## src/rtl/core/arc_segment_generator_top_macros.svh

```systemverilog
// ----------------------------------------------------------------------------
// Assertion macros for the arc segment generator
// Concurrent checks on clk_i, disabled while rst_ni is low; empty in synthesis.
// ----------------------------------------------------------------------------
`ifndef ARC_SEGMENT_GENERATOR_TOP_MACROS_SVH
`define ARC_SEGMENT_GENERATOR_TOP_MACROS_SVH

`ifndef SYNTHESIS
// Check that a property holds at every clock edge outside reset.
`define ASG_ASSERT(lbl, prop, msg) \
  lbl: assert property (@(posedge clk_i) disable iff (!rst_ni) (prop)) else $error(msg);
// Check that a condition never occurs outside reset.
`define ASG_NEVER(lbl, expr, msg) \
  lbl: assert property (@(posedge clk_i) disable iff (!rst_ni) !(expr)) else $error(msg);
`else
`define ASG_ASSERT(lbl, prop, msg)
`define ASG_NEVER(lbl, expr, msg)
`endif

`endif

```

## src/rtl/core/asg_pkg.sv

```systemverilog
// ----------------------------------------------------------------------------
// Arc segment generator package
// Shared constants, item types and small arithmetic helpers.
// ----------------------------------------------------------------------------
package asg_pkg;

  localparam int unsigned ARC_POINTS = 16;
  localparam int unsigned SEG_DEN    = ARC_POINTS - 1;
  localparam int unsigned IDX_W      = $clog2(ARC_POINTS);
  localparam int unsigned REM_W      = $clog2(SEG_DEN);

  localparam int unsigned WORD_W  = 32;
  localparam int unsigned IN_W    = 9 * WORD_W;
  localparam int unsigned OUT_W   = 8 * WORD_W;

  // Angles in Q16.16 degrees, reduced into [0,360)
  localparam int unsigned ANG_W   = 25;
  localparam int unsigned RES_W   = 23;
  localparam logic [ANG_W-1:0] DEG360_A = 25'd23592960;
  localparam logic [ANG_W-1:0] DEG90_A  = 25'd5898240;
  localparam logic [ANG_W-1:0] DEG180_A = 25'd11796480;
  localparam logic [ANG_W-1:0] DEG270_A = 25'd17694720;
  localparam logic [33:0]      DEG360_W = 34'd23592960;
  // 365 full turns: lifts any folded start angle above zero
  localparam logic [33:0]      FOLD_BIAS = 34'd8611430400;

  // 360 degrees in Q16.16 is 45 * 2^19
  localparam int unsigned MOD_SHIFT  = 19;
  localparam int unsigned MOD_DIV    = 45;
  localparam int unsigned MAG_W      = 36;
  localparam int unsigned MAG_DIGITS = MAG_W / 4;
  localparam int unsigned MOD_DIGITS = 4;
  localparam int unsigned CALC_STEPS = MAG_DIGITS + MOD_DIGITS;
  localparam int unsigned STEP_W     = $clog2(CALC_STEPS);
  localparam logic [9:0]  SEG_DEN_V  = 10'(SEG_DEN);
  localparam logic [9:0]  MOD_DIV_V  = 10'(MOD_DIV);

  localparam int unsigned QUEUE_DEPTH = 2;
  localparam int unsigned QPTR_W      = $clog2(QUEUE_DEPTH);

  localparam int unsigned CORDIC_ITERS = 24;
  localparam logic signed [31:0] CORDIC_GAIN = 32'sd652032874;

  typedef enum logic [1:0] {
    QUAD_0 = 2'd0,
    QUAD_1 = 2'd1,
    QUAD_2 = 2'd2,
    QUAD_3 = 2'd3
  } quad_e;

  typedef struct packed {
    logic signed [31:0] cx;
    logic signed [31:0] cy;
    logic signed [31:0] cz;
    logic [31:0]        radius;
    logic [31:0]        color;
    logic [31:0]        param;
    logic [31:0]        flag;
  } req_t;

  typedef struct packed {
    req_t             req;
    logic [ANG_W-1:0] start_ang;
    logic [ANG_W-1:0] step_ang;
    logic [REM_W-1:0] step_rem;
    logic             neg;
  } job_t;

  typedef struct packed {
    req_t             req;
    logic [IDX_W-1:0] idx;
  } meta_t;

  typedef struct packed {
    logic [3:0] q;
    logic [9:0] r;
  } digit_t;

  // One radix-16 long-division step: v = {remainder, next digit}
  function automatic digit_t div_digit(input logic [9:0] v, input logic [9:0] dv);
    digit_t      res;
    logic [12:0] acc;
    logic [12:0] sub;
    acc   = {3'b000, v};
    res.q = '0;
    for (int k = 3; k >= 0; k--) begin
      sub = {3'b000, dv} << k;
      if (acc >= sub) begin
        acc      = acc - sub;
        res.q[k] = 1'b1;
      end
    end
    res.r = acc[9:0];
    return res;
  endfunction

  // Arctangent of 2^-k in Q8.24 degrees
  function automatic logic signed [31:0] atan_q24(input int unsigned k);
    logic signed [31:0] a;
    case (k)
      0:  a = 32'sd754974720;
      1:  a = 32'sd445687602;
      2:  a = 32'sd235489088;
      3:  a = 32'sd119537938;
      4:  a = 32'sd60000934;
      5:  a = 32'sd30029717;
      6:  a = 32'sd15018523;
      7:  a = 32'sd7509720;
      8:  a = 32'sd3754917;
      9:  a = 32'sd1877466;
      10: a = 32'sd938734;
      11: a = 32'sd469367;
      12: a = 32'sd234684;
      13: a = 32'sd117342;
      14: a = 32'sd58671;
      15: a = 32'sd29335;
      16: a = 32'sd14668;
      17: a = 32'sd7334;
      18: a = 32'sd3667;
      19: a = 32'sd1833;
      20: a = 32'sd917;
      21: a = 32'sd458;
      22: a = 32'sd229;
      23: a = 32'sd115;
      default: a = 32'sd0;
    endcase
    return a;
  endfunction

endpackage

```

## src/rtl/core/asg_sweep.sv

```systemverilog
// ----------------------------------------------------------------------------
// Arc segment generator sweep
// Steps the reduced angle once per point and splits it into quadrant and residue.
// ----------------------------------------------------------------------------
`include "arc_segment_generator_top_macros.svh"

module asg_sweep (
  input  logic            clk_i,
  input  logic            rst_ni,
  input  logic            ce_i,
  input  logic            job_valid_i,
  input  asg_pkg::job_t   job_i,
  output logic            job_pop_o,
  output logic            pt_vld_o,
  output logic [31:0]     pt_z_o,
  output asg_pkg::quad_e  pt_quad_o,
  output asg_pkg::meta_t  pt_meta_o
);
  import asg_pkg::*;

  logic             busy_q;
  logic [IDX_W-1:0] idx_q;
  logic [ANG_W-1:0] ang_q;
  logic [REM_W-1:0] rem_q;
  job_t             job_q;

  logic             last;
  logic             load;
  logic [REM_W:0]   rsum;
  logic             carry;
  logic [REM_W-1:0] rem_n;
  logic [ANG_W:0]   step;
  logic [ANG_W:0]   up;
  logic [ANG_W:0]   dn;
  logic [ANG_W-1:0] ang_n;
  quad_e            quad;
  logic [ANG_W-1:0] resid;

  assign last      = (idx_q == IDX_W'(ARC_POINTS - 1));
  assign load      = job_valid_i && (!busy_q || last);
  assign job_pop_o = ce_i && load;

  always_comb begin
    // rounding remainder: a carry adds one more unit to this step
    rsum  = {1'b0, rem_q} + {1'b0, job_q.step_rem};
    carry = (rsum >= (REM_W+1)'(SEG_DEN));
    rem_n = carry ? REM_W'(rsum - (REM_W+1)'(SEG_DEN)) : rsum[REM_W-1:0];
    step  = {1'b0, job_q.step_ang} + (ANG_W+1)'(carry);
    up    = {1'b0, ang_q} + step;
    dn    = {1'b0, ang_q} - step;
    if (job_q.neg) begin
      ang_n = dn[ANG_W] ? ANG_W'(dn + {1'b0, DEG360_A}) : dn[ANG_W-1:0];
    end else begin
      ang_n = (up >= {1'b0, DEG360_A}) ? ANG_W'(up - {1'b0, DEG360_A}) : up[ANG_W-1:0];
    end
    if (ang_q < DEG90_A) begin
      quad  = QUAD_0;
      resid = ang_q;
    end else if (ang_q < DEG180_A) begin
      quad  = QUAD_1;
      resid = ang_q - DEG90_A;
    end else if (ang_q < DEG270_A) begin
      quad  = QUAD_2;
      resid = ang_q - DEG180_A;
    end else begin
      quad  = QUAD_3;
      resid = ang_q - DEG270_A;
    end
  end

  always_ff @(posedge clk_i or negedge rst_ni) begin
    if (!rst_ni) begin
      busy_q   <= 1'b0;
      pt_vld_o <= 1'b0;
    end else if (ce_i) begin
      pt_vld_o <= busy_q;
      if (load) begin
        busy_q <= 1'b1;
      end else if (last) begin
        busy_q <= 1'b0;
      end
    end
  end

  always_ff @(posedge clk_i) begin
    if (ce_i) begin
      pt_z_o         <= {1'b0, resid[RES_W-1:0], 8'h00};
      pt_quad_o      <= quad;
      pt_meta_o.req  <= job_q.req;
      pt_meta_o.idx  <= idx_q;
      if (load) begin
        job_q <= job_i;
        idx_q <= '0;
        ang_q <= job_i.start_ang;
        rem_q <= REM_W'(SEG_DEN / 2);
      end else if (busy_q) begin
        idx_q <= idx_q + 1'b1;
        ang_q <= ang_n;
        rem_q <= rem_n;
      end
    end
  end

  `ASG_ASSERT(a_ang_range, busy_q |-> (ang_q < DEG360_A), "sweep angle outside one turn")
  `ASG_ASSERT(a_rem_range, busy_q |-> (rem_q < REM_W'(SEG_DEN)), "rounding remainder too large")
  `ASG_NEVER(a_pop_empty, job_pop_o && !job_valid_i, "job taken from empty queue")

endmodule

```

## config.mk

```make
export PLATFORM = sky130hd
export DESIGN_NAME = asg_sweep
export DESIGN_NICKNAME = d
export VERILOG_FILES = /design/src/rtl/core/asg_pkg.sv /design/src/rtl/core/asg_sweep.sv
export VERILOG_INCLUDE_DIRS = /design/src /design/src/rtl/core
export SDC_FILE = /design/constraint.sdc
export NUM_CORES = 1
export LEC_CHECK = 0
export ABC_AREA = 1
export BUFFER_PORTS_ARGS = -buffer_cell sky130_fd_sc_hd__buf_2
export CAP_MARGIN = 20
export CORE_AREA = 4 4 208 210
export DETAILED_ROUTE_END_ITERATION = 16
export DIE_AREA = 0 0 212 214
export HOLD_SLACK_MARGIN = 0.12
export PLACE_DENSITY = 0.86
export SKIP_LAST_GASP = 1
export SYNTH_ARGS = -nofsm -noshare
export SYNTH_HDL_FRONTEND = slang
export SYNTH_SLANG_ARGS = --single-unit
```

## constraint.sdc

```tcl
create_clock -name clk_i -period 24.1 [get_ports clk_i]
set_input_delay 1.205 -clock clk_i [delete_from_list [all_inputs] [get_ports clk_i]]
set_output_delay 1.205 -clock clk_i [all_outputs]
set_load 0.05 [all_outputs]
```

==> impl_metrics.env <==
export IMPL_fmax_mhz=163.6
export IMPL_drc=0
export IMPL_yosys_area_share_adder=0.03952
export IMPL_gr_total_overflow=0
export IMPL_cts_clk_slew_worst_paths_ns=0.07
export IMPL_crit_required_ns=24.44
export IMPL_fin_crit_sh=0.2536
export IMPL_multi_input_area_mm2=0.005125
export IMPL_wl_um=63720
export IMPL_grt_use_met1=0.3368
export IMPL_p_per_area_mw_per_mm2=113.7
export IMPL_place_area_mm2=0.02561
export IMPL_startpoint="rem_q[0]"
export IMPL_peakVddDrop_mv=0.07362
export IMPL_cp_arrival_ns=6.45
export IMPL_firstDrtPassIters=5
export IMPL_yosysTopAreaCell="edfxtp_1"
export IMPL_reg2reg_depth=31
export IMPL_fin_crit_ns=6.113
export IMPL_synth_top_family_by_area="simple AND/OR/NAND/NOR gates"
export IMPL_synth_top_area_frac=0.7233
export IMPL_cpMostUsedCell="nor2_1"
export IMPL_worstMarginPinSlew_ns=1.114
export IMPL_met3_usage=0.05067
export IMPL_cts_root_buf="clkbuf_16"
export IMPL_grtUsageMet2=0.4765
export IMPL_fill_cells=2955
export IMPL_final_setup_viol_count=0
export IMPL_hold_class="in2async"
export IMPL_yosysMostFrequentCell="edfxtp_1"
export IMPL_regArea_mm2=0.01627
export IMPL_place_gp_congestion=1.037
export IMPL_synth_xor_area_share=0.01993
export IMPL_fin_area_mm2=0.02723
export IMPL_avgSynthCellArea_um2=13.48
export IMPL_cts_resized=0
export IMPL_coreArea_mm2=0.04157
export IMPL_grt_max_degree=177
export IMPL_yosysWarnings=0
export IMPL_crit_type="reg2reg"
export IMPL_synthTopCellsByCount="edfxtp_1, nand2_1, inv_1"
export IMPL_end_kind="flop"
export IMPL_synth_edf_count=540
export IMPL_antenna_found_initial=15
export IMPL_start_kind="flop"
export IMPL_yosysSeqAreaShare=0.7256
export IMPL_cts_sinks=542
export IMPL_drtAntennaViolNets=0
export IMPL_async_reset_ff_frac=0.003690
export IMPL_htree_levels=2
export IMPL_synth_area_mm2=0.02242
export IMPL_vias=15054
export IMPL_hold_violations=0
export IMPL_cts_made_buffers=53
export IMPL_port_buffers=537
export IMPL_total_power_mw=3.097
export IMPL_r2r_start="rem_q[0]"
export IMPL_yosys_top_cells_area="edfxtp_1, nand2_1, ha_1, inv_1, xor2_1"
export IMPL_cts_tree="yes"
export IMPL_slew_viol_final=0
export IMPL_track_usage=0.2721
export IMPL_ys_types=53
export IMPL_ioPinCount=547
export IMPL_finalClockSkew_ns=0.01297
export IMPL_rsz0062_at_grt="false"
export IMPL_drive_gt1_frac=0.3238
export IMPL_grt_pass1_vias=14744
export IMPL_cp_slowest_cell="ha_1"
export IMPL_max_stage_delay_ns=0.57
export IMPL_cp_max_fo=9
export IMPL_busiest_layer="met2"
export IMPL_post_cts_buffers=0
export IMPL_nNetsFinal=2582
export IMPL_cts_hold_buf=0
export IMPL_status="complete, no violations"
export IMPL_vias_per_cell=5.350
export IMPL_start_util=0.5393
export IMPL_p_leak_nw=11.42
export IMPL_die_x_um=212
export IMPL_hpwl_um=48490
export IMPL_cts_buffer_depth=3
export IMPL_max_slew_margin_rel=0.2574
export IMPL_die_h_um=214
export IMPL_drv_cap=0
export IMPL_rows=75
export IMPL_synthMuxAreaShare=0
export IMPL_r2r_end="ang_q[23]"
export IMPL_yosys_most_used_dff="edfxtp_1"
export IMPL_syn_to_final_growth_pct=21.47
export IMPL_syn_instance_count=1663
export IMPL_finalSetupTns_ns=0
export IMPL_yosys_area_share_simple=0.1259
export IMPL_ys_seq_elements=542
export IMPL_drt_iter0_markers=1582
export IMPL_insertion_delay_ns=0.59
export IMPL_r2r_setup_slack_ns=17.99
export IMPL_grt_pass1_wl_um=91870
export IMPL_synth_compound_area_share=0.04141
export IMPL_routedWlPerCell_um=22.65
export IMPL_dieArea_mm2=0.04537
-- flip-flops by register name (all words and copies together), names as in the netlist --
signal	count
pt_z_o	23
busy_q	1
pt_meta_o	228
rem_q	4
pt_quad_o	2
pt_vld_o	1
ang_q	25
idx_q	4
job_q	254
-- cell usage in the layout, fill, tap and decap left out, drive strengths merged, types with 4 or more instances in the layout --
| cell | instances |
|---|---|
| buf | 546 |
| edfxtp | 540 |
| nand2 | 381 |
| inv | 205 |
| nor2 | 104 |
| ha | 66 |
| nand3 | 64 |
| clkbuf | 64 |
| o21ai | 61 |
| a21oi | 60 |
| xor2 | 42 |
| nand4 | 24 |
| clkinv | 19 |
| a31oi | 12 |
| diode | 11 |
| nor3 | 11 |
| o211ai | 10 |
| xnor2 | 9 |
| conb | 9 |
| o21bai | 4 |
-- critical path: cells and delay by family (launching register included) --
family                     cells  cell delay [ns]
adders and majority gates      6             1.90
DFF                            1             0.39
AOI/OAI and AO/OA              5             0.84
xor gates and xnor gates       2             0.54
buffers and inverters          4             0.34
and+or+nand+nor               14             1.83
-- logic make-up after synthesis --
logic type,Yosys count
AO/OA/AOI/OAI,159
XOR/XNOR,51
adder cells (fa/ha/maj),69
buffers and inverters,245
flip-flops,542
other,1
AND/OR/NAND/NOR,596
-- layout make-up --
class                      instances  share of cell area
timing repair buffer             546              0.1020
inverter                         203             0.02835
multi-input combinational        884              0.1882
tap                              539             0.02477
sequential                       542              0.5973
clock inverter                    25            0.008133
antenna                           11            0.001011
clock buffer                      64             0.05022
-- where the power goes --
group	switching [mW]	leakage, nW	internal [mW]
clock network	0.336	0.777	0.435
registers	0.0600	5.11	1.17
logic	0.768	5.53	0.327
-- stage by stage --
stage / hold WS [ns] / cells / setup WS [ns] / utilization
2_1_floorplan: 0.4003 / 1671 / 10.31 / -
3_3_place_gp: 0.4001 / 2714 / 18.52 / 0.6162
3_5_place_dp: 0.4045 / 2714 / 18.19 / 0.6162
4_1_cts: 0.3638 / 2803 / 18.16 / 0.6544
5_1_grt: 0.3694 / 2811 / 17.60 / 0.6549
6_report: 0.4007 / 2814 / 17.99 / 0.6550
-- worst max-delay path by stage --
stage | depth (start not counted) | to | slack, ns
after floorplan | 3 | job_pop_o | 10.31
after global placement | 31 | ang_q[23] | 18.52
after detailed placement | 31 | ang_q[23] | 18.19
after CTS | 31 | ang_q[23] | 18.16
after global routing | 38 | ang_q[19] | 17.60
final | 31 | ang_q[23] | 17.99
-- layer usage --
metal  up-vias  wire [um]  share of wire
met5         -         48        0.00075
met4         8       2617          0.041
met3       142       5055          0.079
met2       739      32390           0.51
met1      7290      23620           0.37
li1       6875          -              -
Power figures use the tool's default switching activity.
