==> src/rtl/core/arc_segment_generator_top_macros.svh <==
// ----------------------------------------------------------------------------
// Assertion macros for the arc segment generator
// Concurrent checks on clk_i, disabled while rst_ni is low; empty in synthesis.
// ----------------------------------------------------------------------------
`ifndef ARC_SEGMENT_GENERATOR_TOP_MACROS_SVH
`define ARC_SEGMENT_GENERATOR_TOP_MACROS_SVH

`ifndef SYNTHESIS
// Check that a property holds at every clock edge outside reset.
`define ASG_ASSERT(lbl, prop, msg) \
  lbl: assert property (@(posedge clk_i) disable iff (!rst_ni) (prop)) else $error(msg);
// Check that a condition never occurs outside reset.
`define ASG_NEVER(lbl, expr, msg) \
  lbl: assert property (@(posedge clk_i) disable iff (!rst_ni) !(expr)) else $error(msg);
`else
`define ASG_ASSERT(lbl, prop, msg)
`define ASG_NEVER(lbl, expr, msg)
`endif

`endif

==> src/rtl/core/asg_pkg.sv <==
// ----------------------------------------------------------------------------
// Arc segment generator package
// Shared constants, item types and small arithmetic helpers.
// ----------------------------------------------------------------------------
package asg_pkg;

  localparam int unsigned ARC_POINTS = 16;
  localparam int unsigned SEG_DEN    = ARC_POINTS - 1;
  localparam int unsigned IDX_W      = $clog2(ARC_POINTS);
  localparam int unsigned REM_W      = $clog2(SEG_DEN);

  localparam int unsigned WORD_W  = 32;
  localparam int unsigned IN_W    = 9 * WORD_W;
  localparam int unsigned OUT_W   = 8 * WORD_W;

  // Angles in Q16.16 degrees, reduced into [0,360)
  localparam int unsigned ANG_W   = 25;
  localparam int unsigned RES_W   = 23;
  localparam logic [ANG_W-1:0] DEG360_A = 25'd23592960;
  localparam logic [ANG_W-1:0] DEG90_A  = 25'd5898240;
  localparam logic [ANG_W-1:0] DEG180_A = 25'd11796480;
  localparam logic [ANG_W-1:0] DEG270_A = 25'd17694720;
  localparam logic [33:0]      DEG360_W = 34'd23592960;
  // 365 full turns: lifts any folded start angle above zero
  localparam logic [33:0]      FOLD_BIAS = 34'd8611430400;

  // 360 degrees in Q16.16 is 45 * 2^19
  localparam int unsigned MOD_SHIFT  = 19;
  localparam int unsigned MOD_DIV    = 45;
  localparam int unsigned MAG_W      = 36;
  localparam int unsigned MAG_DIGITS = MAG_W / 4;
  localparam int unsigned MOD_DIGITS = 4;
  localparam int unsigned CALC_STEPS = MAG_DIGITS + MOD_DIGITS;
  localparam int unsigned STEP_W     = $clog2(CALC_STEPS);
  localparam logic [9:0]  SEG_DEN_V  = 10'(SEG_DEN);
  localparam logic [9:0]  MOD_DIV_V  = 10'(MOD_DIV);

  localparam int unsigned QUEUE_DEPTH = 2;
  localparam int unsigned QPTR_W      = $clog2(QUEUE_DEPTH);

  localparam int unsigned CORDIC_ITERS = 24;
  localparam logic signed [31:0] CORDIC_GAIN = 32'sd652032874;

  typedef enum logic [1:0] {
    QUAD_0 = 2'd0,
    QUAD_1 = 2'd1,
    QUAD_2 = 2'd2,
    QUAD_3 = 2'd3
  } quad_e;

  typedef struct packed {
    logic signed [31:0] cx;
    logic signed [31:0] cy;
    logic signed [31:0] cz;
    logic [31:0]        radius;
    logic [31:0]        color;
    logic [31:0]        param;
    logic [31:0]        flag;
  } req_t;

  typedef struct packed {
    req_t             req;
    logic [ANG_W-1:0] start_ang;
    logic [ANG_W-1:0] step_ang;
    logic [REM_W-1:0] step_rem;
    logic             neg;
  } job_t;

  typedef struct packed {
    req_t             req;
    logic [IDX_W-1:0] idx;
  } meta_t;

  typedef struct packed {
    logic [3:0] q;
    logic [9:0] r;
  } digit_t;

  // One radix-16 long-division step: v = {remainder, next digit}
  function automatic digit_t div_digit(input logic [9:0] v, input logic [9:0] dv);
    digit_t      res;
    logic [12:0] acc;
    logic [12:0] sub;
    acc   = {3'b000, v};
    res.q = '0;
    for (int k = 3; k >= 0; k--) begin
      sub = {3'b000, dv} << k;
      if (acc >= sub) begin
        acc      = acc - sub;
        res.q[k] = 1'b1;
      end
    end
    res.r = acc[9:0];
    return res;
  endfunction

  // Arctangent of 2^-k in Q8.24 degrees
  function automatic logic signed [31:0] atan_q24(input int unsigned k);
    logic signed [31:0] a;
    case (k)
      0:  a = 32'sd754974720;
      1:  a = 32'sd445687602;
      2:  a = 32'sd235489088;
      3:  a = 32'sd119537938;
      4:  a = 32'sd60000934;
      5:  a = 32'sd30029717;
      6:  a = 32'sd15018523;
      7:  a = 32'sd7509720;
      8:  a = 32'sd3754917;
      9:  a = 32'sd1877466;
      10: a = 32'sd938734;
      11: a = 32'sd469367;
      12: a = 32'sd234684;
      13: a = 32'sd117342;
      14: a = 32'sd58671;
      15: a = 32'sd29335;
      16: a = 32'sd14668;
      17: a = 32'sd7334;
      18: a = 32'sd3667;
      19: a = 32'sd1833;
      20: a = 32'sd917;
      21: a = 32'sd458;
      22: a = 32'sd229;
      23: a = 32'sd115;
      default: a = 32'sd0;
    endcase
    return a;
  endfunction

endpackage

==> src/rtl/core/asg_queue.sv <==
// ----------------------------------------------------------------------------
// Arc segment generator job queue
// Short FIFO between the front end and the sweep.
// ----------------------------------------------------------------------------
module asg_queue (
  input  logic           clk_i,
  input  logic           rst_ni,
  input  logic           push_valid_i,
  output logic           push_ready_o,
  input  asg_pkg::job_t  push_job_i,
  output logic           pop_valid_o,
  input  logic           pop_i,
  output asg_pkg::job_t  pop_job_o
);
  import asg_pkg::*;

  job_t              mem_q [QUEUE_DEPTH];
  logic [QPTR_W-1:0] wptr_q;
  logic [QPTR_W-1:0] rptr_q;
  logic [QPTR_W:0]   count_q;
  logic              do_push;
  logic              do_pop;

  assign push_ready_o = (count_q != (QPTR_W+1)'(QUEUE_DEPTH));
  assign pop_valid_o  = (count_q != '0);
  assign do_push      = push_valid_i && push_ready_o;
  assign do_pop       = pop_i && pop_valid_o;
  assign pop_job_o    = mem_q[rptr_q];

  always_ff @(posedge clk_i or negedge rst_ni) begin
    if (!rst_ni) begin
      wptr_q  <= '0;
      rptr_q  <= '0;
      count_q <= '0;
    end else begin
      if (do_push) begin
        wptr_q <= wptr_q + 1'b1;
      end
      if (do_pop) begin
        rptr_q <= rptr_q + 1'b1;
      end
      case ({do_push, do_pop})
        2'b10:   count_q <= count_q + 1'b1;
        2'b01:   count_q <= count_q - 1'b1;
        default: count_q <= count_q;
      endcase
    end
  end

  always_ff @(posedge clk_i) begin
    if (do_push) begin
      mem_q[wptr_q] <= push_job_i;
    end
  end

endmodule

==> config.mk <==
export PLATFORM = sky130hd
export DESIGN_NAME = asg_queue
export DESIGN_NICKNAME = d
export VERILOG_FILES = /design/src/rtl/core/arc_segment_generator_top_macros.svh /design/src/rtl/core/asg_pkg.sv /design/src/rtl/core/asg_queue.sv
export SDC_FILE = /design/constraint.sdc
export NUM_CORES = 1
export LEC_CHECK = 0
export BUFFER_PORTS_ARGS = -buffer_cell sky130_fd_sc_hd__buf_2
export CAP_MARGIN = 0
export CORE_MARGIN = 2
export CORE_UTILIZATION = 40
export CTS_CLUSTER_DIAMETER = 80
export DETAILED_ROUTE_END_ITERATION = 16
export PLACE_DENSITY = 0.62
export SLEW_MARGIN = 20
export SYNTH_ARGS = -nofsm -noshare
export SYNTH_HDL_FRONTEND = slang
export SYNTH_SLANG_ARGS = --single-unit
==> constraint.sdc <==
create_clock -name clk_i -period 30.7 [get_ports clk_i]
set_input_delay 6.14 -clock clk_i [delete_from_list [all_inputs] [get_ports clk_i]]
set_output_delay 6.14 -clock clk_i [all_outputs]
set_load 0.01 [all_outputs]
==> flow_metrics.env, run 1 <==
export IMPL_nFillCells=4320
export IMPL_grt_pass1_wl_um=64300
export IMPL_grt_pass1_vias=10737
export IMPL_fin_crit_ns=10.47
export IMPL_area_growth_pct=25.5
export IMPL_clock_latency_ns=0.59
export IMPL_finalNetCount=1774
export IMPL_start_util_pct=40.3
export IMPL_worst_path_max_fanout=55
export IMPL_die_h_um=234
export IMPL_cts_resized=0
export IMPL_layout_commonest_cell="buf_2"
export IMPL_clkTransAtPathRegs_ns=0.06
export IMPL_drv_slew=0
export IMPL_cts_sinks=562
export IMPL_finalWorstSetupSlack_ns=20.23
export IMPL_cts_root_buf="clkbuf_16"
export IMPL_final_cells=2234
export IMPL_die_width_um=234
export IMPL_hold_depth=1
export IMPL_hold_viol_final=0
export IMPL_crit_arrival_ns=4.33
export IMPL_path_class="flop to output port"
export IMPL_final_util_pct=50.6
export IMPL_slew_headroom_pct=31.7
export IMPL_vias=10534
export IMPL_hpwl_um=31800
export IMPL_grt_total_usage_pct=15.8
export IMPL_drc=0
export IMPL_wl_per_cell_um=20.4
export IMPL_layout_common_cells="buf_2 (563), edfxtp_1 (558), mux2_4 (200)"
export IMPL_worst_ep_required_time_ns=24.56
export IMPL_hp_class="flop to flop"
export IMPL_cap_violations=0
export IMPL_yosysSeqAreaShare_pct=79.7
export IMPL_first_iter_violations=616
export IMPL_numPortBuffers=563
export IMPL_slowest_delay_ns=0.91
export IMPL_yosys_area_share_simple_pct=0.172
export IMPL_cp_cell_sequence="buf_4, buf_4, buf_4, mux2_4, buf_2"
export IMPL_grt_max_degree=77
export IMPL_crit_path_start_kind="flop"
export IMPL_netlist_area_um2=21100
export IMPL_setup_viol=0
export IMPL_grt_overflow=0
export IMPL_synth_seq_cells=562
export IMPL_peakVddDrop_mv=0.0655
export IMPL_worst_setup_path_end_kind="output port"
export IMPL_critPathTopFamily="buffers and inverters"
export IMPL_rr_worst_depth=5
export IMPL_hold_slack_ns=0.486
export IMPL_max_freq_mhz=95.5
export IMPL_worst_pin_slew_ns=1.02
export IMPL_dpl_cell_count=2116
export IMPL_die_area_um2=54700
export IMPL_ant_nets=0
export IMPL_antenna_found_initial=17
export IMPL_drt_wl_total_um=45700
export IMPL_place_gp_congestion=0.831
export IMPL_crit_path_top_delay_cell="buf_4"
export IMPL_core_um2=52400
export IMPL_synth_top_family_by_area="multiplexers"
export IMPL_vias_per_cell=4.72
export IMPL_synth_cell_types=15
export IMPL_setup_tns_ns=0
export IMPL_synth_area_per_cell_um2=23.9
export IMPL_p_total_mw=2.58
export IMPL_design_area_um2=26500
export IMPL_io_pins=564
export IMPL_clk_path_buf_depth=3
export IMPL_synth_xor_area_share_pct=0.207
export IMPL_fin_skew_ns=0.0186
export IMPL_placementRows=84
export IMPL_crit_top_cell="buf_4"
export IMPL_rsz0062_at_grt="false"
export IMPL_post_synth_inst_count=885
export IMPL_hold_buffers=0
export IMPL_synth_compound_area_share_pct=0
export IMPL_status="finished clean"
export IMPL_p_leak_nw=10.4
export IMPL_pre_cts_ws_ns=20.21
export IMPL_numCtsBuffers=58
export IMPL_cts_setup_buffers=0
export IMPL_fin_crit_sh_pct=34.1
export IMPL_synth_fa_ha_area_share_pct=0.0592
export IMPL_cts_tree="yes"
export IMPL_ys_warn_count=0
export IMPL_layout_drive_gt1_share_pct=61.4
export IMPL_cts_htree_levels=2
export IMPL_drt_pass1_iter_count=4
export IMPL_muxShareOfSynthArea_pct=18.4
export IMPL_cp_depth=5
export IMPL_synth_net_count=1169
export IMPL_crit_buf_inv=4
export IMPL_p_per_area_nw_per_um2=97.1
export IMPL_placed_cell_area_um2=24600
[where the power goes]
part           switching (mW)  total (mW)  internal [mW]
logic                   0.426       0.814          0.389
clock network           0.279       0.664          0.385
registers              0.0457        1.10           1.05
[state kept, by name, indices dropped and copies added (netlist names)]
| signal | flops |
|---|---|
| mem_q | 558 |
| rptr_q | 1 |
| count_q | 2 |
| wptr_q | 1 |
[final timing paths]
check,slack (ns),from,endpoint
max,20.23,rptr_q$_DFFE_PN0P_,pop_job_o[79]
min,0.49,count_q[1]$_DFFE_PN0P_,count_q[1]$_DFFE_PN0P_
max reg2reg,27.16,count_q[0]$_DFFE_PN0P_,mem_q[0][215]$_DFFE_PP_
min reg2reg,0.49,count_q[1]$_DFFE_PN0P_,count_q[1]$_DFFE_PN0P_
max in group asynchronous,25.22,rst_ni,rptr_q$_DFFE_PN0P_
min in group asynchronous,5.34,rst_ni,count_q[0]$_DFFE_PN0P_
[layout make-up]
| type | instances | area (µm²) | area share, % |
|---|---|---|---|
| clock buffers | 67 | 1510 | 5.68 |
| flip-flops and latches | 562 | 16900 | 63.6 |
| well taps | 688 | 861 | 3.25 |
| multi-input cells | 292 | 4000 | 15.1 |
| diodes | 8 | 20.0 | 0.0755 |
| clock inverters | 41 | 318 | 1.20 |
| repair buffers | 576 | 2960 | 11.2 |
[kinds of logic (layout without fill, tap and decap cells)]
group	after synthesis	after routing
flops	562	562
mux	279	279
buf+inv	31	684
simple gates	7	7
xor+xnor	5	5
fa+ha+maj	1	1
other cells	0	8
[Yosys cell counts]
master,n,share of area [%]
and2_1,1,0.030
and3_1,1,0.030
buf_2,8,0.19
buf_6,23,1.2
dfrtp_1,4,0.47
edfxtp_1,558,79
ha_1,1,0.059
mux2_2,79,4.2
mux2_4,200,14
nand2_1,1,0.018
nand2b_1,1,0.030
nor2_1,2,0.036
or2_2,1,0.030
xnor2_1,3,0.12
xor2_1,2,0.083
[per-layer routing]
| metal | up-vias | share of wire, % | global-route usage [%] |
|---|---|---|---|
| li1 | 4771 | - | - |
| met2 | 401 | 51 | 27.0 |
| met1 | 5250 | 38 | 18.4 |
| met4 | 18 | 2.2 | 4.75 |
| met5 | - | 0.27 | 0 |
| met3 | 94 | 9.0 | 6.13 |
Note: power is estimated with default switching activity, not from simulation.
==> run 2: changes to the inputs <==
ABC_AREA = 1   (was default)
PLACE_DENSITY = 0.63   (was 0.62)
clock period = 9.9 ns   (was 30.7 ns; I/O delays follow)
==> run 2 against run 1 <==
  * Via count is 23% higher
  * Area after synthesis decreased by 3.3%
  * Sequential share of layout area increased by 2.1 points
  * Non-clock buffer count fell by 2
  * Worst hold slack better by 0.018 ns
  * Die area decreased by 3.3%
  * Flip-flop and latch count is the same
  * Count of clock-buffer cells in the layout grew 1
==> flow_metrics.env, run 2 <==
export IMPL_ant_nets=0
export IMPL_seq_power_share_pct=43.8
export IMPL_rsz0062_at_grt="false"
export IMPL_grt_total_usage_pct=18.3
export IMPL_place_gp_congestion=0.835
export IMPL_die_h_um=230
export IMPL_io_pins=564
export IMPL_grt_max_degree=180
export IMPL_vias=13004
export IMPL_die_area_um2=52900
export IMPL_worst_ep_required_time_ns=7.92
export IMPL_grt_overflow=0
export IMPL_crit_top_cell="nand2_1"
export IMPL_crit_path_top_delay_cell="dfrtp_4"
export IMPL_crit_buf_inv=3
export IMPL_intPower_mw=5.12
export IMPL_rr_worst_depth=4
export IMPL_switching_share_pct=34.4
export IMPL_cp_depth=5
export IMPL_async_reset_ff_share_pct=0.712
export IMPL_vias_per_cell=4.67
export IMPL_multi_input_area_um2=3250
export IMPL_die_width_um=230
export IMPL_peakVddDrop_mv=0.195
export IMPL_first_iter_violations=803
export IMPL_crit_path_start_kind="flop"
export IMPL_fin_crit_ns=5.38
export IMPL_synth_flop_cell="edfxtp_1"
export IMPL_top_regs="mem_q x558, count_q x2"
export IMPL_hold_depth=2
export IMPL_clock_latency_ns=0.59
export IMPL_placementRows=82
export IMPL_cts_root_buf="clkbuf_16"
export IMPL_slew_headroom_pct=26.4
export IMPL_synth_top_area_share_pct=82.0
export IMPL_pre_cts_ws_ns=4.99
export IMPL_final_util_pct=51.1
export IMPL_synth_most_common_cell="nand2_1"
export IMPL_largest_reg_flops=558
export IMPL_synth_net_count=1770
export IMPL_layout_commonest_cell="nand2_1"
export IMPL_status="finished clean"
export IMPL_hp_class="flop to flop"
export IMPL_cts_resized=0
export IMPL_max_freq_mhz=186
export IMPL_cts_htree_levels=2
export IMPL_seqCellArea_um2=16900
export IMPL_drt_wl_total_um=49900
export IMPL_drc=0
export IMPL_hold_viol_final=0
export IMPL_finalNetCount=2342
export IMPL_synth_area_per_cell_um2=13.8
export IMPL_cts_setup_buffers=0
export IMPL_worst_pin_slew_ns=1.10
export IMPL_slowest_delay_ns=0.85
export IMPL_worst_path_max_fanout=110
export IMPL_nFillCells=4325
export IMPL_clkTransAtPathRegs_ns=0.06
export IMPL_grt_pass1_wl_um=73900
export IMPL_cts_tree="yes"
export IMPL_area_growth_pct=25.7
export IMPL_numCtsBuffers=57
export IMPL_synth_edff_count=558
export IMPL_setup_viol=0
export IMPL_synth_top_area_cell="edfxtp_1"
export IMPL_wl_per_cell_um=17.9
export IMPL_crit_arrival_ns=3.40
export IMPL_netlist_area_um2=20400
export IMPL_synth_cell_types=14
export IMPL_synth_seq_cells=562
export IMPL_layout_drive_gt1_share_pct=31.1
export IMPL_start_util_pct=40.6
export IMPL_regMostFlops="mem_q"
export IMPL_power_frac_comb_pct=30.6
export IMPL_path_class="flop to output port"
export IMPL_setup_tns_ns=0
export IMPL_yosysSeqAreaShare_pct=82.5
export IMPL_hold_buffers=0
export IMPL_post_synth_inst_count=1486
export IMPL_hpwl_um=32500
export IMPL_synth_area_leaders="edfxtp_1 (82%), nand2_1 (16%), buf_2 (0.81%)"
export IMPL_cts_sinks=562
export IMPL_fin_skew_ns=0.0109
export IMPL_clkPwrFrac_pct=25.6
export IMPL_grt_pass1_vias=12797
export IMPL_drt_pass1_iter_count=4
export IMPL_antenna_found_initial=21
export IMPL_layout_common_cells="nand2_1 (847), buf_2 (563), edfxtp_1 (558)"
export IMPL_fin_crit_sh_pct=54.4
export IMPL_ys_warn_count=0
export IMPL_clk_path_buf_depth=3
export IMPL_numPortBuffers=563
export IMPL_finalWorstSetupSlack_ns=4.52
export IMPL_synth_common_cells="nand2_1 (847), edfxtp_1 (558), buf_2 (33)"
export IMPL_core_um2=50300
export IMPL_critPathTopFamily="buffers and inverters"
export IMPL_p_leak_nw=11.0
export IMPL_cp_cell_sequence="inv_8, buf_4, nand2_1, nand2_1, buf_2"
export IMPL_drv_slew=0
export IMPL_switchingPower_mw=2.69
export IMPL_cap_violations=0
export IMPL_worst_setup_path_end_kind="output port"
export IMPL_p_per_area_nw_per_um2=304
==> run 2: cell count changes in the layout (fill, tap and decap cells not counted), moves of 3 or more <==
cell and change:
mux2_4 -200, clkinv_2 -6, inv_1 +6, buf_4 -3, nand2_1 +846, diode_2 +3, mux2_2 -79, clkbuf_1 +3
==> run 2: kinds of logic after synthesis <==
| family | count (synthesis) | synth area share (%) |
|---|---|---|
| adders and majority gates | 1 | 0.0612 |
| xor gates and xnor gates | 1 | 0.0429 |
| AOI/OAI and AO/OA | 1 | 0.0245 |
| buffers and inverters | 68 | 1.69 |
| DFF | 562 | 82.5 |
| and+or+nand+nor | 853 | 15.7 |
==> run 2: cell type report <==
type / instances / share of cell area, %
multi-input combinational: 856 / 12.6
clock inverter: 35 / 1.01
sequential: 562 / 65.6
inverter: 7 / 0.132
antenna: 11 / 0.107
clock buffer: 68 / 5.71
tap: 672 / 3.27
timing repair buffer: 574 / 11.5
==> run 2: tightest hold or removal path: cells and delay by family, from the launching register on <==
kind | cells | cell delay (ns)
flip-flops | 1 | 0.36
AND/OR/NAND/NOR | 2 | 0.11
==> run 2: layer usage <==
layer,GRT usage (%),up-vias,wire (µm)
li1,-,6186,-
met1,22.4,6187,19300
met2,29.8,507,24200
met3,6.86,106,4980
met4,6.37,18,1370
met5,0,-,123
==> run 2: final timing paths <==
path / from / endpoint / slack [ns]
worst max-delay path: rptr_q$_DFFE_PN0P_ / pop_job_o[122] / 4.52
worst min-delay path: count_q[1]$_DFFE_PN0P_ / count_q[1]$_DFFE_PN0P_ / 0.50
worst max register to register: rptr_q$_DFFE_PN0P_ / rptr_q$_DFFE_PN0P_ / 7.27
worst min register to register: count_q[1]$_DFFE_PN0P_ / count_q[1]$_DFFE_PN0P_ / 0.50
max in group asynchronous: rst_ni / rptr_q$_DFFE_PN0P_ / 8.55
min in group asynchronous: rst_ni / rptr_q$_DFFE_PN0P_ / 1.20
==> run 2: per-stage QoR <==
step	std cells	power [mW]	instance area [µm²]	hold WS, ns
after global placement	2670	5.88	23900	0.480
after CTS	2773	7.91	25600	0.507
after floorplan	1486	4.94	20400	0.462
after global routing	2781	8.25	25700	0.534
after detailed placement	2670	5.90	23900	0.494
final	2785	7.81	25700	0.504
==> run 2: power by group through the flow <==
stage	clock network, mW	registers, mW	logic (mW)
floorplan	0	3.54	1.40
global placement	0	3.47	2.41
detailed placement	0	3.48	2.42
CTS	2.05	3.43	2.43
global route	2.13	3.48	2.65
finish	2.00	3.42	2.39
==> run 3: changes to the inputs <==
PLACE_DENSITY = 0.65   (was 0.63)
clock period = 4.65 ns   (was 9.9 ns; I/O delays follow)
==> run 3 against run 2 <==
  * Wire length is essentially flat
  * Clock skew up 0.0015 ns
  * Die area unchanged
  * Largest power group unchanged
  * Via count about the same
  * Flip-flop and latch count stayed put
  * Non-clock buffer count rose by 1
  * Design area about the same
  * Critical path depth is the same
  * Critical path type unchanged
  * Sequential power rose by 110%
==> flow_metrics.env, run 3 (synthesis gave the netlist of run 2 again) <==
export IMPL_hpwl_um=33500
export IMPL_grt_max_degree=175
export IMPL_hold_buffers=0
export IMPL_fin_crit_ns=3.74
export IMPL_cts_setup_buffers=0
export IMPL_vias=13010
export IMPL_crit_arrival_ns=2.81
export IMPL_drc=0
export IMPL_switching_share_pct=34.4
export IMPL_power_frac_comb_pct=31.5
export IMPL_start_util_pct=40.6
export IMPL_clk_path_buf_depth=3
export IMPL_clock_latency_ns=0.58
export IMPL_worst_setup_path_end_kind="output port"
export IMPL_clkTransAtPathRegs_ns=0.06
export IMPL_status="finished clean"
export IMPL_grt_overflow=0
export IMPL_antenna_found_initial=21
export IMPL_hp_class="primary input to async pin"
export IMPL_numCtsBuffers=55
export IMPL_nFillCells=4331
export IMPL_cts_sinks=562
export IMPL_worst_ep_required_time_ns=3.72
export IMPL_cts_resized=0
export IMPL_hold_viol_final=0
export IMPL_first_iter_violations=756
export IMPL_cap_violations=0
export IMPL_dpl_cell_count=2672
export IMPL_pre_cts_ws_ns=1.52
export IMPL_slowest_delay_ns=0.69
export IMPL_layout_commonest_cell="nand2_1"
export IMPL_crit_top_cell="nand2_1"
export IMPL_cp_cell_sequence="inv_8, buf_12, nand2_1, nand2_1, buf_2"
export IMPL_layout_drive_gt1_share_pct=31.1
export IMPL_peakVddDrop_mv=0.415
export IMPL_finalWorstSetupSlack_ns=0.905
export IMPL_crit_path_top_delay_cell="dfrtp_4"
export IMPL_slew_headroom_pct=30.4
export IMPL_placementRows=82
export IMPL_path_class="flop to output port"
export IMPL_wl_per_cell_um=17.9
export IMPL_cts_root_buf="clkbuf_16"
export IMPL_grt_total_usage_pct=18.3
export IMPL_worst_path_max_fanout=147
export IMPL_finalNetCount=2341
export IMPL_io_pins=564
export IMPL_layout_common_cells="nand2_1 (846), buf_2 (563), edfxtp_1 (558)"
export IMPL_grt_pass1_vias=12868
export IMPL_p_leak_nw=10.9
export IMPL_drv_slew=0
export IMPL_p_per_area_nw_per_um2=643
export IMPL_seq_power_share_pct=43.9
export IMPL_fin_crit_sh_pct=80.5
export IMPL_drt_pass1_iter_count=5
export IMPL_ant_nets=0
export IMPL_top_regs="mem_q x558, count_q x2"
export IMPL_place_gp_congestion=0.892
export IMPL_intPower_mw=10.8
export IMPL_cts_tree="yes"
export IMPL_die_area_um2=52900
export IMPL_fin_skew_ns=0.0124
export IMPL_cts_htree_levels=2
export IMPL_clkPwrFrac_pct=24.7
export IMPL_switchingPower_mw=5.68
export IMPL_setup_viol=0
export IMPL_numPortBuffers=563
export IMPL_die_width_um=230
export IMPL_core_um2=50300
export IMPL_area_growth_pct=25.7
export IMPL_vias_per_cell=4.67
export IMPL_rsz0062_at_grt="false"
export IMPL_max_freq_mhz=267
export IMPL_regMostFlops="mem_q"
export IMPL_final_cells=2786
export IMPL_grt_pass1_wl_um=73600
export IMPL_drt_wl_total_um=49900
export IMPL_largest_reg_flops=558
export IMPL_die_h_um=230
export IMPL_worst_pin_slew_ns=1.04
export IMPL_crit_path_start_kind="flop"
## run 3: cell types whose count changed in the layout (fill, tap and decap cells not counted), moves of 2 or more
cell,previous run,this run
clkbuf_1,11,20
clkinv_1,16,8
buf_12,2,8
buf_4,7,4
bufinv_16,3,1
diode_2,11,13
## run 3: stage by stage
stage               util [%]  hold WS (ns)  setup TNS [ns]  total power [mW]  area, µm²
floorplan                  -         0.462         -504.77              10.4      20500
global placement        47.8         0.481               0              12.6      24000
detailed placement      47.8         0.495               0              12.6      24000
CTS                     51.0        0.0980               0              16.7      25700
global route            51.1        0.0938               0              17.4      25700
finish                  51.1         0.144               0              16.5      25700
## run 3: final cells by class
type / instances / area [µm²] / share of cell area [%]
Timing Repair Buffer: 575 / 3010 / 11.7
Multi-Input combinational cell: 856 / 3260 / 12.7
Clock buffer: 76 / 1480 / 5.75
Tap cell: 672 / 841 / 3.27
Clock inverter: 25 / 171 / 0.667
Sequential cell: 562 / 16900 / 65.6
Antenna cell: 13 / 32.5 / 0.127
Inverter: 7 / 33.8 / 0.132
## run 3: worst paths after layout
check                           depth (start not counted)                     end              startpoint  slack, ns
worst max register to register                          5  mem_q[0][64]$_DFFE_PP_  count_q[0]$_DFFE_PN0P_       2.51
worst max-delay path                                    5           pop_job_o[63]      rptr_q$_DFFE_PN0P_       0.91
min in group clk_i                                      1  count_q[0]$_DFFE_PN0P_  count_q[0]$_DFFE_PN0P_       0.50
worst min register to register                          1  count_q[0]$_DFFE_PN0P_  count_q[0]$_DFFE_PN0P_       0.50
worst min-delay path                                    1      wptr_q$_DFFE_PN0P_                  rst_ni       0.14
max in group asynchronous                               1      rptr_q$_DFFE_PN0P_                  rst_ni       4.36
## run 3: routing by layer
layer,vias up,share of wire [%],global-route usage (%)
met5,-,0.31,0
met4,22,2.8,6.33
met3,95,9.7,6.51
met2,517,49,30.6
met1,6185,38,21.9
li1,6191,-,-
## run 3: worst max-delay path: cells and delay by family, from the launching register on
| kind | cells | cell delay, ns |
|---|---|---|
| DFF | 1 | 0.69 |
| buffers and inverters | 3 | 1.07 |
| and+or+nand+nor | 2 | 0.18 |
## run 3: power by group through the flow
stage	clock network, mW	logic [mW]	registers, mW
2_1_floorplan	0	3.00	7.37
3_3_place_gp	0	5.25	7.32
3_5_place_dp	0	5.28	7.35
4_1_cts	4.18	5.30	7.25
5_1_grt	4.37	5.74	7.33
6_report	4.07	5.19	7.24
